<file path="config.mk">
export PLATFORM = sky130hd
export DESIGN_NAME = list_mode_delete_engine
export DESIGN_NICKNAME = d
export VERILOG_FILES = /design/src/design/lmde_pkg.sv /design/src/design/list_mode_delete_engine.sv /design/src/design/lmde_ctrl.sv /design/src/design/lmde_dp.sv
export SDC_FILE = /design/constraint.sdc
export NUM_CORES = 1
export LEC_CHECK = 0
export BUFFER_PORTS_ARGS = -buffer_cell sky130_fd_sc_hd__buf_2
export CAP_MARGIN = 40
export CORE_MARGIN = 2
export CORE_UTILIZATION = 55
export CTS_CLUSTER_SIZE = 12
export DETAILED_ROUTE_END_ITERATION = 8
export PLACE_DENSITY = 0.71
export RECOVER_POWER = 25
export SYNTH_ARGS = -nofsm -noshare
export SYNTH_HDL_FRONTEND = slang
export SYNTH_SLANG_ARGS = --single-unit
</file>
<file path="constraint.sdc">
create_clock -name clk_i -period 7 [get_ports clk_i]
set_clock_uncertainty 0.1 [all_clocks]
set_input_delay 1.4 -clock clk_i [delete_from_list [all_inputs] [get_ports clk_i]]
set_output_delay 1.4 -clock clk_i [all_outputs]
set_load 0.02 [all_outputs]
</file>
<file path="src/design/lmde_pkg.sv">
`timescale 1ns / 1ps

package lmde_pkg;

  // Default sizes of the list memory and the histogram memory.
  localparam int unsigned ListCapacityDef = 64;
  localparam int unsigned KeyBinsDef      = 128;

  // Fixed field widths.
  localparam int unsigned KeyW  = 7;
  localparam int unsigned CntW  = 7;
  localparam int unsigned FuncW = 2;
  localparam int unsigned KindW = 2;

  // Operation codes of an input word.
  localparam logic [FuncW-1:0] FUNC_ADD  = 2'd0;
  localparam logic [FuncW-1:0] FUNC_DEL  = 2'd1;
  localparam logic [FuncW-1:0] FUNC_LIST = 2'd2;

  // Kinds of a result word.
  localparam logic [KindW-1:0] KIND_ELEM = 2'd0;
  localparam logic [KindW-1:0] KIND_DEL  = 2'd1;
  localparam logic [KindW-1:0] KIND_DROP = 2'd2;

  typedef struct packed {
    logic [FuncW-1:0] func;
    logic [KeyW-1:0]  key;
  } cmd_t;

  typedef struct packed {
    logic [KindW-1:0] kind;
    logic [KeyW-1:0]  key_res;
    logic [CntW-1:0]  count;
    logic             last;
  } res_t;

  // Controller states.
  typedef enum logic [2:0] {
    ST_IDLE,
    ST_ADD,
    ST_CLEAR,
    ST_COUNT,
    ST_COMPACT,
    ST_REPORT,
    ST_EMIT
  } state_e;

  // Datapath operations issued by the controller each cycle.
  typedef enum logic [2:0] {
    OP_NONE,
    OP_ADD,
    OP_CLR,
    OP_CNT,
    OP_CMP,
    OP_RPT,
    OP_EMIT
  } dp_op_e;

  typedef struct packed {
    logic   load;
    logic   rewind;
    dp_op_e op;
  } dp_ctrl_t;

  typedef struct packed {
    logic clr_last;
    logic pass_done;
  } dp_stat_t;

endpackage

</file>
<file path="src/design/list_mode_delete_engine.sv">
`timescale 1ns / 1ps

// Ordered key list, newest first, with a delete that removes every copy of
// the most frequent key. A word is taken when start_i is high and busy_o is
// low. A list sends one result word per cycle. A delete clears the histogram
// memory one bin per cycle, then runs counting and compaction passes that go
// through the list memory one entry per cycle. Each result word is shown on
// res_o for exactly one cycle with res_strobe_o high and must be taken then:
// the receiver has no way to hold results off.
module list_mode_delete_engine import lmde_pkg::*; #(
  parameter int unsigned ListCapacity = ListCapacityDef,
  parameter int unsigned KeyBins      = KeyBinsDef
) (
  input  logic clk_i,
  input  logic rst_ni,
  input  logic start_i,
  output logic busy_o,
  input  cmd_t cmd_i,
  output logic res_strobe_o,
  output res_t res_o
);

  dp_ctrl_t dp_ctrl;
  dp_stat_t dp_stat;

  lmde_ctrl u_ctrl (
    .clk_i   (clk_i),
    .rst_ni  (rst_ni),
    .start_i (start_i),
    .func_i  (cmd_i.func),
    .stat_i  (dp_stat),
    .ctrl_o  (dp_ctrl),
    .busy_o  (busy_o)
  );

  lmde_dp #(
    .ListCapacity (ListCapacity),
    .KeyBins      (KeyBins)
  ) u_dp (
    .clk_i        (clk_i),
    .rst_ni       (rst_ni),
    .cmd_i        (cmd_i),
    .ctrl_i       (dp_ctrl),
    .stat_o       (dp_stat),
    .res_strobe_o (res_strobe_o),
    .res_o        (res_o)
  );

  // A dropped add is reported only after an add word was taken, by way of the ADD state and the result register.
  a_drop_follows_add: assert property (@(posedge clk_i) disable iff (!rst_ni)
    (res_strobe_o && (res_o.kind == KIND_DROP)) |->
      $past(start_i && !busy_o && (cmd_i.func == FUNC_ADD), 2))
    else $error("drop result without a preceding add");

  // A list run streams without gaps until its last word.
  a_list_no_gap: assert property (@(posedge clk_i) disable iff (!rst_ni)
    (res_strobe_o && !res_o.last) |=> res_strobe_o)
    else $error("gap inside a list run");

  // The report step always yields exactly one final result word.
  a_report_out: assert property (@(posedge clk_i) disable iff (!rst_ni)
    (dp_ctrl.op == OP_RPT) |=>
      (res_strobe_o && res_o.last && (res_o.kind == KIND_DEL)))
    else $error("delete report missing");

  // No counting or compaction work goes on while the block is idle.
  a_idle_quiet: assert property (@(posedge clk_i) disable iff (!rst_ni)
    !busy_o |-> (dp_ctrl.op == OP_NONE))
    else $error("datapath operation while idle");

endmodule

</file>
<file path="src/design/lmde_ctrl.sv">
`timescale 1ns / 1ps

module lmde_ctrl import lmde_pkg::*; (
  input  logic             clk_i,
  input  logic             rst_ni,
  input  logic             start_i,
  input  logic [FuncW-1:0] func_i,
  input  dp_stat_t         stat_i,
  output dp_ctrl_t         ctrl_o,
  output logic             busy_o
);

  state_e state_q, state_d;

  // Next state.
  always_comb begin
    state_d = state_q;
    unique case (state_q)
      ST_IDLE: begin
        if (start_i) begin
          unique case (func_i)
            FUNC_ADD:  state_d = ST_ADD;
            FUNC_DEL:  state_d = ST_CLEAR;
            FUNC_LIST: state_d = ST_EMIT;
            default:   state_d = ST_IDLE;
          endcase
        end
      end
      ST_ADD:     state_d = ST_IDLE;
      ST_CLEAR:   if (stat_i.clr_last) state_d = ST_COUNT;
      ST_COUNT:   if (stat_i.pass_done) state_d = ST_COMPACT;
      ST_COMPACT: if (stat_i.pass_done) state_d = ST_REPORT;
      ST_REPORT:  state_d = ST_IDLE;
      ST_EMIT:    if (stat_i.pass_done) state_d = ST_IDLE;
      default:    state_d = ST_IDLE;
    endcase
  end

  // Datapath commands.
  always_comb begin
    ctrl_o = '{load: 1'b0, rewind: 1'b0, op: OP_NONE};
    busy_o = 1'b1;
    unique case (state_q)
      ST_IDLE: begin
        busy_o      = 1'b0;
        ctrl_o.load = start_i;
      end
      ST_ADD:   ctrl_o.op = OP_ADD;
      ST_CLEAR: ctrl_o.op = OP_CLR;
      ST_COUNT: begin
        ctrl_o.op     = OP_CNT;
        ctrl_o.rewind = stat_i.pass_done;
      end
      ST_COMPACT: ctrl_o.op = OP_CMP;
      ST_REPORT:  ctrl_o.op = OP_RPT;
      ST_EMIT:    ctrl_o.op = OP_EMIT;
      default:    ctrl_o.op = OP_NONE;
    endcase
  end

  always_ff @(posedge clk_i or negedge rst_ni) begin
    if (!rst_ni) begin
      state_q <= ST_IDLE;
    end else begin
      state_q <= state_d;
    end
  end

endmodule

</file>
<file path="src/design/lmde_dp.sv">
`timescale 1ns / 1ps

module lmde_dp import lmde_pkg::*; #(
  parameter int unsigned ListCapacity = ListCapacityDef,
  parameter int unsigned KeyBins      = KeyBinsDef
) (
  input  logic     clk_i,
  input  logic     rst_ni,
  input  cmd_t     cmd_i,
  input  dp_ctrl_t ctrl_i,
  output dp_stat_t stat_o,
  output logic     res_strobe_o,
  output res_t     res_o
);

  localparam int unsigned LaW  = (ListCapacity > 1) ? $clog2(ListCapacity) : 1;
  localparam int unsigned LenW = $clog2(ListCapacity + 1);
  localparam int unsigned HaW  = $clog2(KeyBins);

  // The list is a ring: logical entry i sits at head + i, wrapped once.
  function automatic logic [LaW-1:0] phys(input logic [LaW-1:0]  head,
                                          input logic [LenW-1:0] i);
    logic [LaW:0] sum;
    sum = {1'b0, head} + (LaW+1)'(i);
    if (sum >= (LaW+1)'(ListCapacity)) begin
      sum = sum - (LaW+1)'(ListCapacity);
    end
    return LaW'(sum);
  endfunction

  function automatic logic [HaW-1:0] bin_of(input logic [KeyW-1:0] k);
    return HaW'(k);
  endfunction

  // Key reduction table for histograms narrower than the key range.
  logic [KeyW-1:0] key_mod [1 << KeyW];
  for (genvar k = 0; k < (1 << KeyW); k++) begin : g_mod
    assign key_mod[k] = KeyW'(k % KeyBins);
  end

  // Memories and their ports.
  logic [KeyW-1:0] lst_mem [ListCapacity];
  logic [CntW-1:0] hst_mem [KeyBins];
  logic            lst_we, hst_we;
  logic [LaW-1:0]  lst_wa, lst_ra;
  logic [KeyW-1:0] lst_wd, lst_rd_q;
  logic [HaW-1:0]  hst_wa, hst_ra;
  logic [CntW-1:0] hst_wd, hst_rd_q;

  // Control registers.
  logic [LaW-1:0]  head_q, head_d;
  logic [LenW-1:0] len_q, len_d;
  logic [LenW-1:0] idx_q, idx_d;
  logic [LenW-1:0] kept_q, kept_d;
  logic [HaW-1:0]  clr_q, clr_d;
  logic            s1_vld_q, s1_vld_d;
  logic            s2_vld_q, s2_vld_d;
  logic            byp_vld_q, byp_vld_d;
  logic            strobe_q, strobe_d;

  // Payload registers.
  logic [KeyW-1:0] key_q, key_d;
  logic            s1_last_q, s1_last_d;
  logic [KeyW-1:0] s2_key_q, s2_key_d;
  logic [KeyW-1:0] byp_key_q, byp_key_d;
  logic [CntW-1:0] byp_cnt_q, byp_cnt_d;
  logic [KeyW-1:0] best_key_q, best_key_d;
  logic [CntW-1:0] best_cnt_q, best_cnt_d;
  res_t            res_q, res_d;

  logic            issue;
  logic            full;
  logic [LaW-1:0]  head_dec;
  logic [CntW-1:0] cnt_cur, cnt_nxt;

  assign full     = (len_q == LenW'(ListCapacity));
  assign head_dec = (head_q == '0) ? LaW'(ListCapacity - 1) : head_q - LaW'(1);
  assign issue    = ((ctrl_i.op == OP_CNT) || (ctrl_i.op == OP_CMP) ||
                     (ctrl_i.op == OP_EMIT)) && (idx_q != len_q);

  // The bin written last cycle is not yet visible to this cycle's read data.
  assign cnt_cur = (byp_vld_q && (byp_key_q == s2_key_q)) ? byp_cnt_q : hst_rd_q;
  assign cnt_nxt = cnt_cur + CntW'(1);

  assign stat_o.clr_last  = (clr_q == HaW'(KeyBins - 1));
  assign stat_o.pass_done = (idx_q == len_q) && !s1_vld_q && !s2_vld_q;

  // Pass sequencing, histogram update and result formation.
  always_comb begin
    head_d     = head_q;
    len_d      = len_q;
    idx_d      = idx_q;
    kept_d     = kept_q;
    clr_d      = clr_q;
    key_d      = key_q;
    best_key_d = best_key_q;
    best_cnt_d = best_cnt_q;
    byp_key_d  = byp_key_q;
    byp_cnt_d  = byp_cnt_q;
    res_d      = res_q;
    strobe_d   = 1'b0;

    lst_we = 1'b0;
    lst_wa = phys(head_q, kept_q);
    lst_wd = lst_rd_q;
    lst_ra = phys(head_q, idx_q);
    hst_we = 1'b0;
    hst_wa = bin_of(s2_key_q);
    hst_wd = cnt_nxt;
    hst_ra = bin_of(lst_rd_q);

    // Read stage of the list memory.
    s1_vld_d  = issue;
    s1_last_d = ((idx_q + LenW'(1)) == len_q);
    if (issue) begin
      idx_d = idx_q + LenW'(1);
    end

    // Counting pipeline: list read, histogram read, increment and write.
    s2_vld_d  = s1_vld_q && (ctrl_i.op == OP_CNT);
    s2_key_d  = lst_rd_q;
    byp_vld_d = s2_vld_q;
    if (s2_vld_q) begin
      hst_we    = 1'b1;
      byp_key_d = s2_key_q;
      byp_cnt_d = cnt_nxt;
      if (cnt_nxt > best_cnt_q) begin
        best_cnt_d = cnt_nxt;
        best_key_d = s2_key_q;
      end
    end

    unique case (ctrl_i.op)
      OP_ADD: begin
        if (full) begin
          strobe_d = 1'b1;
          res_d    = '{kind: KIND_DROP, key_res: key_q, count: '0, last: 1'b1};
        end else begin
          lst_we = 1'b1;
          lst_wa = head_dec;
          lst_wd = key_mod[key_q];
          head_d = head_dec;
          len_d  = len_q + LenW'(1);
        end
      end
      OP_CLR: begin
        hst_we = 1'b1;
        hst_wa = clr_q;
        hst_wd = '0;
        clr_d  = clr_q + HaW'(1);
      end
      OP_CMP: begin
        if (s1_vld_q && (lst_rd_q != best_key_q)) begin
          lst_we = 1'b1;
          kept_d = kept_q + LenW'(1);
        end
      end
      OP_EMIT: begin
        if (s1_vld_q) begin
          strobe_d = 1'b1;
          res_d    = '{kind: KIND_ELEM, key_res: lst_rd_q, count: '0, last: s1_last_q};
        end
      end
      OP_RPT: begin
        strobe_d = 1'b1;
        res_d    = '{kind: KIND_DEL, key_res: best_key_q,
                     count: CntW'(len_q - kept_q), last: 1'b1};
        len_d    = kept_q;
      end
      default: begin
      end
    endcase

    // A new word or a new pass starts the counters over.
    if (ctrl_i.load || ctrl_i.rewind) begin
      idx_d    = '0;
      kept_d   = '0;
      s1_vld_d = 1'b0;
      s2_vld_d = 1'b0;
    end
    if (ctrl_i.load) begin
      key_d      = cmd_i.key;
      clr_d      = '0;
      best_key_d = '0;
      best_cnt_d = '0;
    end
  end

  // List memory.
  always_ff @(posedge clk_i) begin
    if (lst_we) begin
      lst_mem[lst_wa] <= lst_wd;
    end
    lst_rd_q <= lst_mem[lst_ra];
  end

  // Histogram memory.
  always_ff @(posedge clk_i) begin
    if (hst_we) begin
      hst_mem[hst_wa] <= hst_wd;
    end
    hst_rd_q <= hst_mem[hst_ra];
  end

  always_ff @(posedge clk_i or negedge rst_ni) begin
    if (!rst_ni) begin
      head_q    <= '0;
      len_q     <= '0;
      idx_q     <= '0;
      kept_q    <= '0;
      clr_q     <= '0;
      s1_vld_q  <= 1'b0;
      s2_vld_q  <= 1'b0;
      byp_vld_q <= 1'b0;
      strobe_q  <= 1'b0;
    end else begin
      head_q    <= head_d;
      len_q     <= len_d;
      idx_q     <= idx_d;
      kept_q    <= kept_d;
      clr_q     <= clr_d;
      s1_vld_q  <= s1_vld_d;
      s2_vld_q  <= s2_vld_d;
      byp_vld_q <= byp_vld_d;
      strobe_q  <= strobe_d;
    end
  end

  always_ff @(posedge clk_i) begin
    key_q      <= key_d;
    s1_last_q  <= s1_last_d;
    s2_key_q   <= s2_key_d;
    byp_key_q  <= byp_key_d;
    byp_cnt_q  <= byp_cnt_d;
    best_key_q <= best_key_d;
    best_cnt_q <= best_cnt_d;
    res_q      <= res_d;
  end

  assign res_strobe_o = strobe_q;
  assign res_o        = res_q;

endmodule
</file>
==> Word level (Yosys, flattened, before mapping) <==
Memories as Yosys holds them, arrays and structs flattened. A register that Yosys moved wholly into a read port is not among the register bits.
Cells that the tools add are included.
{ "op_classes": {"addsub": 11, "mul": 0, "div": 0, "order_cmp": 4, "n_eq_ne": 29, "shift": 0, "n_mux": 49, "bitwise_logic": 2, "n_reduce_logical": 26} }
{ "op_table": {"columns": ["cell", "count"], "rows": [
  ["2-to-1 mux 7 bit", 15],
  ["case mux 17 bit (3 select lines)", 1],
  ["adder 7 x 1 -> 7 bit, second input constant", 5],
  ["2-to-1 mux 17 bit", 2],
  ["2-to-1 mux 6 bit", 5],
  ["== test 7 bit", 3],
  ["== test 3 bit, second input constant", 6],
  ["case mux 3 bit (6 select lines)", 1],
  ["subtractor 6 x 1 -> 6 bit, second input constant", 3],
  ["2-to-1 mux 1 bit", 15],
  ["2-to-1 mux 3 bit", 5],
  ["case mux 3 bit (5 select lines)", 1],
  ["adder 6 x 7 -> 7 bit", 2],
  ["== test 7 bit, second input constant", 2],
  ["greater-or-equal comparator 7 bit, second input constant", 2],
  ["inequality test 7 bit", 2],
  ["case mux 7 bit (2 select lines)", 1],
  ["== test 3 x 2 -> 1 bit, second input constant", 4],
  ["inequality test 2 x 1 -> 1 bit, second input constant", 5],
  ["nonzero test 2 bit", 5],
  ["case mux 3 bit (3 select lines)", 1],
  ["greater-or-equal comparator 8 bit, second input constant", 1],
  ["inverter 7 -> 8 bit", 1],
  ["AND reduction 2 bit", 4],
  ["18 further kinds", 29]
]} }
{ "totals": {"reg_bits": 101, "latch_bits": 0, "ram_bits": 1344, "rom_bits": 896, "in_bits": 12, "out_inout_bits": 19, "elab_cells": 145, "memories": 3} }
{ "mem_list": {"columns": ["memory", "depth", "word_bits", "read_ports", "rd_clocked_by_memory_dff", "wr", "line", "rtl"], "rows": [
  ["(no name shown)", 128, 7, 1, 0, 0, "lmde_dp.sv:141", "lst_wd = key_mod[key_q];"],
  ["u_dp.hst_mem", 128, 7, 1, 1, 1, "lmde_dp.sv:43", "logic [CntW-1:0] hst_mem [KeyBins];"],
  ["u_dp.lst_mem", 64, 7, 1, 1, 1, "lmde_dp.sv:42", "logic [KeyW-1:0] lst_mem [ListCapacity];"]
]} }

==> Depth between registers and ports, before layout <==
{ "depth": {"ltp_word": 8, "mapped_depth": 12, "ltp_nobuf": 11} }

==> By module <==
A second synthesis with hierarchy kept.
{ "hier_totals": {"hier_cells": 3040, "hier_area_um2": 58631.2} }
{ "modules_own_cells": {"columns": ["module", "instances", "cells_per_inst", "area_each_um2", "seq_area_each_um2"], "rows": [
  ["lmde_dp", 1, 3012, 58359.7, 43171.4],
  ["lmde_ctrl", 1, 28, 271.5, 75.1]
]} }

==> Worst setup path after synthesis <==
No wires, ideal clock.
{ "synth_timing": {"kind": "reg-to-reg", "startpoint": "register u_dp.s2_key_q[0]", "endpoint": "memory u_dp.hst_mem[0][0] (data pin)", "setup_time_ps": 798, "arrival_ps": 4515, "required_ps": 6102, "slack_ps": 1588, "path_stages_with_launch": 6, "synth_period_minus_slack_ps": 5412, "path_cell_list": "dfxtp_1 xnor2_1 nand4_1 nor2_1 mux2_2 nor2_1"} }
{ "synth_via": {"elab_chain_len": 5} }
{ "synth_lines": {"columns": ["element", "line", "rtl"], "rows": [
  ["from (decl)", "lmde_dp.sv:64", "logic [KeyW-1:0] s2_key_q, s2_key_d;"],
  ["from (signal assigned)", "lmde_dp.sv:232", "s2_key_q <= s2_key_d;"],
  ["== test 7 bit", "lmde_dp.sv:82", "assign cnt_cur = (byp_vld_q && (byp_key_q == s2_key_q)) ? byp_cnt_q : hst_rd_q;"],
  ["logical AND 1 bit", "lmde_dp.sv:82", null],
  ["2-to-1 mux 7 bit", "lmde_dp.sv:82", null],
  ["adder 7 x 1 -> 7 bit", "lmde_dp.sv:83", "assign cnt_nxt = cnt_cur + CntW'(1);"],
  ["2-to-1 mux 7 bit", "lmde_dp.sv:133", "unique case (ctrl_i.op)"],
  ["net u_dp.hst_wd[0]", "lmde_dp.sv:48", "logic [CntW-1:0] hst_wd, hst_rd_q;"],
  ["to (decl)", "lmde_dp.sv:43", null]
]} }
The timed path passes the listed nets, and every way through them passes these cells.

==> Worst setup path in the final report <==
{ "layout_timing": {"startpoint": "register u_dp.len_q[1]", "endpoint": "memory u_dp.lst_mem[49][3] (data pin)"} }
{ "layout_via": {"elab_chain_len": 3} }
{ "layout_lines": {"columns": ["element", "line", "rtl"], "rows": [
  ["from (decl)", "lmde_dp.sv:52", "logic [LenW-1:0] len_q, len_d;"],
  ["from (signal assigned)", "lmde_dp.sv:218", "len_q <= len_d;"],
  ["== test 7 bit", "lmde_dp.sv:76", "assign full = (len_q == LenW'(ListCapacity));"],
  ["2-to-1 mux 7 bit", "lmde_dp.sv:135", "if (full) begin"],
  ["2-to-1 mux 7 bit", "lmde_dp.sv:133", null],
  ["net u_dp.lst_wd[3]", "lmde_dp.sv:46", "logic [KeyW-1:0] lst_wd, lst_rd_q;"],
  ["to (decl)", "lmde_dp.sv:42", null]
]} }
The timed path passes the listed nets, and every way through them passes these cells.

==> metrics.yaml <==
run_status:
  status: "complete, but fails checks"
  violations: "capacitance limit, slew limit"
clocking:
  cts_resized: 0
  hold_buffers: 0
  cts_max_level: 4
  clockBufferDepth: 3
  clock_latency_ns: 0.76
  numCtsBuffers: 149
  cts_setup_buffers: 0
  cts_sinks: 1459
  clockRootBuffer: "clkbuf_16"
  tritoncts: "yes"
  cts.clk_slew.worst_paths_ns: 0.06
pwr:
  ir_worst_vdd_v: 0.000532
  p_per_area_nw_per_um2: 467
  finalPower_mw: 30.3
  total_leakage_power_nw: 20.8
floorplan:
  die-area_um2: 109000
  die-height_um: 330
  initial_core_util: 0.554
  die_x_um: 330
  rows: 119
  io_pins: 31
  coreArea_um2: 105000
routing:
  vias: 29600
  drt_iter0_markers: 3063
  viasPerCell: 6.35
  drc: 0
  postRouteAntennaNets: 0
  wire_per_inst_um: 27.4
  wl_um: 128000
  drt-pass1-iter-count: 6
timing:
  worst_pin_slew_ns: 3.20
  rsz0062_at_grt: "no"
  period_minus_slack_ns: 5.34
  hold_viol_final: 0
  setup_viol: 0
  maxSlewViolCount: 234
  timing.fmax_ghz: 0.187
  fin_crit_sh: 0.762
  slew_headroom: -1.13
  tns_ns: 0
global_route:
  first_global_vias: 30200
  grt_max_degree: 100
  groute.usage.overall: 0.240
  antenna_found_initial: 0
  overflow: 0
  grt_pass1_wl_um: 192000
critical_path:
  start_kind: "flop"
  crit_path_max_incr_delay_ns: 2.10
  cp.required_ns: 6.98
  cp_cell_sequence: "inv_1, ha_1, nor4b_1, a211o_1, nand2_1, nand2_2, clkbuf_1"
  path_class: "flop to flop"
  cp_max_fo: 64
  endpoint_kind: "flop"
  worstPathArrival_ns: 5.32
  crit_path_top_delay_cell: "clkbuf_1"
final_layout:
  largest_register: "u_dp.hst_mem"
  fill_cells: 7129
  area_growth_pct: 11.2
  nNetsFinal: 3225
  largest_reg_flops: 896
  layout-drive-gt1-share: 0.205
flow_run:
  drv_cap: 6
place:
  gp_congestion: 0.879
  io_buffers: 30
  place_hpwl_um: 78200
logic_synthesis:
  synth_cells: 3049
  synth_edf_count: 1382
  synth_fp_nets: 3096
  synthArstFlopShare: 0.0281
  synth_cell_types: 68
  yosysMostFrequentCell: "edfxtp_1"
  yosys-top-cells-area: "edfxtp_1 71%, mux4_2 13%, mux2i_1 1.8%"
  ys_seq_area_frac: 0.741
  ys_top_cells_by_count: "1382 x edfxtp_1, 336 x mux4_2, 214 x nor2_1"
  ys.flop_type: "edfxtp_1"
  synthesis.area_um2: 58300
  synth_top_area_frac: 0.711
  yosysTopAreaCell: "edfxtp_1"
  ys_ff_latch: 1459
  avgSynthCellArea_um2: 19.1
  yosysWarnings: 0
worst_hold_path:
  min_path_type: "flop to flop"
-- power breakdown --
part,switching (mW),total (mW),internal [mW],leakage (nW)
Clock,3.15,7.26,4.11,2.12
Sequential,0.409,11.7,11.3,13.4
Combinational,6.89,11.3,4.38,5.20
Total,10.4,30.3,19.8,20.8
-- layout by cell type (no fill, tap or decap), types with 40 or more instances in the layout --
| master | netlist | routed |
|---|---|---|
| nor3_1 | 55 | 55 |
| mux4_2 | 336 | 336 |
| dfrtp_1 | 41 | 41 |
| clkbuf_16 | 0 | 152 |
| edfxtp_1 | 1382 | 1382 |
| buf_4 | 3 | 61 |
| o22ai_1 | 48 | 48 |
| clkbuf_1 | 79 | 71 |
| nand2_1 | 151 | 147 |
| xnor2_1 | 41 | 40 |
| mux2i_1 | 107 | 107 |
| o21ai_0 | 54 | 52 |
| nor2_1 | 214 | 215 |
-- cell type report --
| class | instances | area [um^2] | share of cell area |
|---|---|---|---|
| flip-flops and latches | 1459 | 43300 | 0.666 |
| clock buffers | 203 | 4070 | 0.0626 |
| clock inverters | 36 | 307 | 0.00472 |
| inverters | 33 | 124 | 0.00191 |
| well taps | 1391 | 1740 | 0.0268 |
| multi-input cells | 1396 | 14400 | 0.221 |
| diodes | 1 | 2.50 | 0.0000386 |
| repair buffers | 139 | 1040 | 0.0160 |
-- metal layers --
metal | wire length [um] | vias up | part of all wire | GRT usage
met5 | 0 | - | 0 | 0
met4 | 3820 | 0 | 0.030 | 0.0838
met3 | 8700 | 254 | 0.068 | 0.0382
met2 | 65000 | 1257 | 0.51 | 0.400
met1 | 50400 | 15500 | 0.39 | 0.325
li1 | - | 12600 | - | -
-- per-stage QoR --
step | hold WS, ns | std cells | worst slack (ns) | area (um^2) | utilization
after floorplan | 0.226 | 3049 | 1.59 | 58300 | -
after global placement | 0.373 | 4374 | 2.87 | 60200 | 0.572
after detailed placement | 0.388 | 4402 | 2.63 | 60600 | 0.575
after CTS | 0.394 | 4641 | 2.55 | 64900 | 0.617
after global routing | 0.412 | 4657 | 1.18 | 64900 | 0.616
final | 0.397 | 4658 | 1.66 | 64900 | 0.616
-- worst max-delay path, delay by kind of cell, from the launching register on --
kind	cells	cell delay, ns
DFF	1	0.48
and+or+nand+nor	3	0.89
AOI/OAI and AO/OA	1	0.70
adders and majority gates	1	0.15
buffers and inverters	2	2.25
-- worst paths after layout --
| check | from | to | slack (ns) | cells after the start |
|---|---|---|---|---|
| min reg2reg | u_dp.s1_last_q | u_dp.res_o[0] | 0.40 | 1 |
| min | u_dp.s1_last_q | u_dp.res_o[0] | 0.40 | 1 |
| max | u_dp.len_q[1] | u_dp.lst_mem[49][3] | 1.66 | 7 |
| max reg2reg | u_dp.len_q[1] | u_dp.lst_mem[49][3] | 1.66 | 7 |
| max in group asynchronous | rst_ni | u_dp.clr_q[5] | 4.03 | 2 |
| min in group asynchronous | rst_ni | u_dp.len_q[5] | 0.62 | 1 |
-- cells by family (layout without fill, tap and decap cells) --
group / count (synthesis) / after routing / synth area share
other: 0 / 1 / 0
xor gates and xnor gates: 61 / 61 / 0.00916
buffers and inverters: 194 / 411 / 0.0142
AOI/OAI and AO/OA: 280 / 280 / 0.0325
adders and majority gates: 36 / 36 / 0.00806
and+or+nand+nor: 560 / 560 / 0.0437
DFF: 1459 / 1459 / 0.741
muxes: 459 / 459 / 0.151
(Power assumes the default switching activity.)
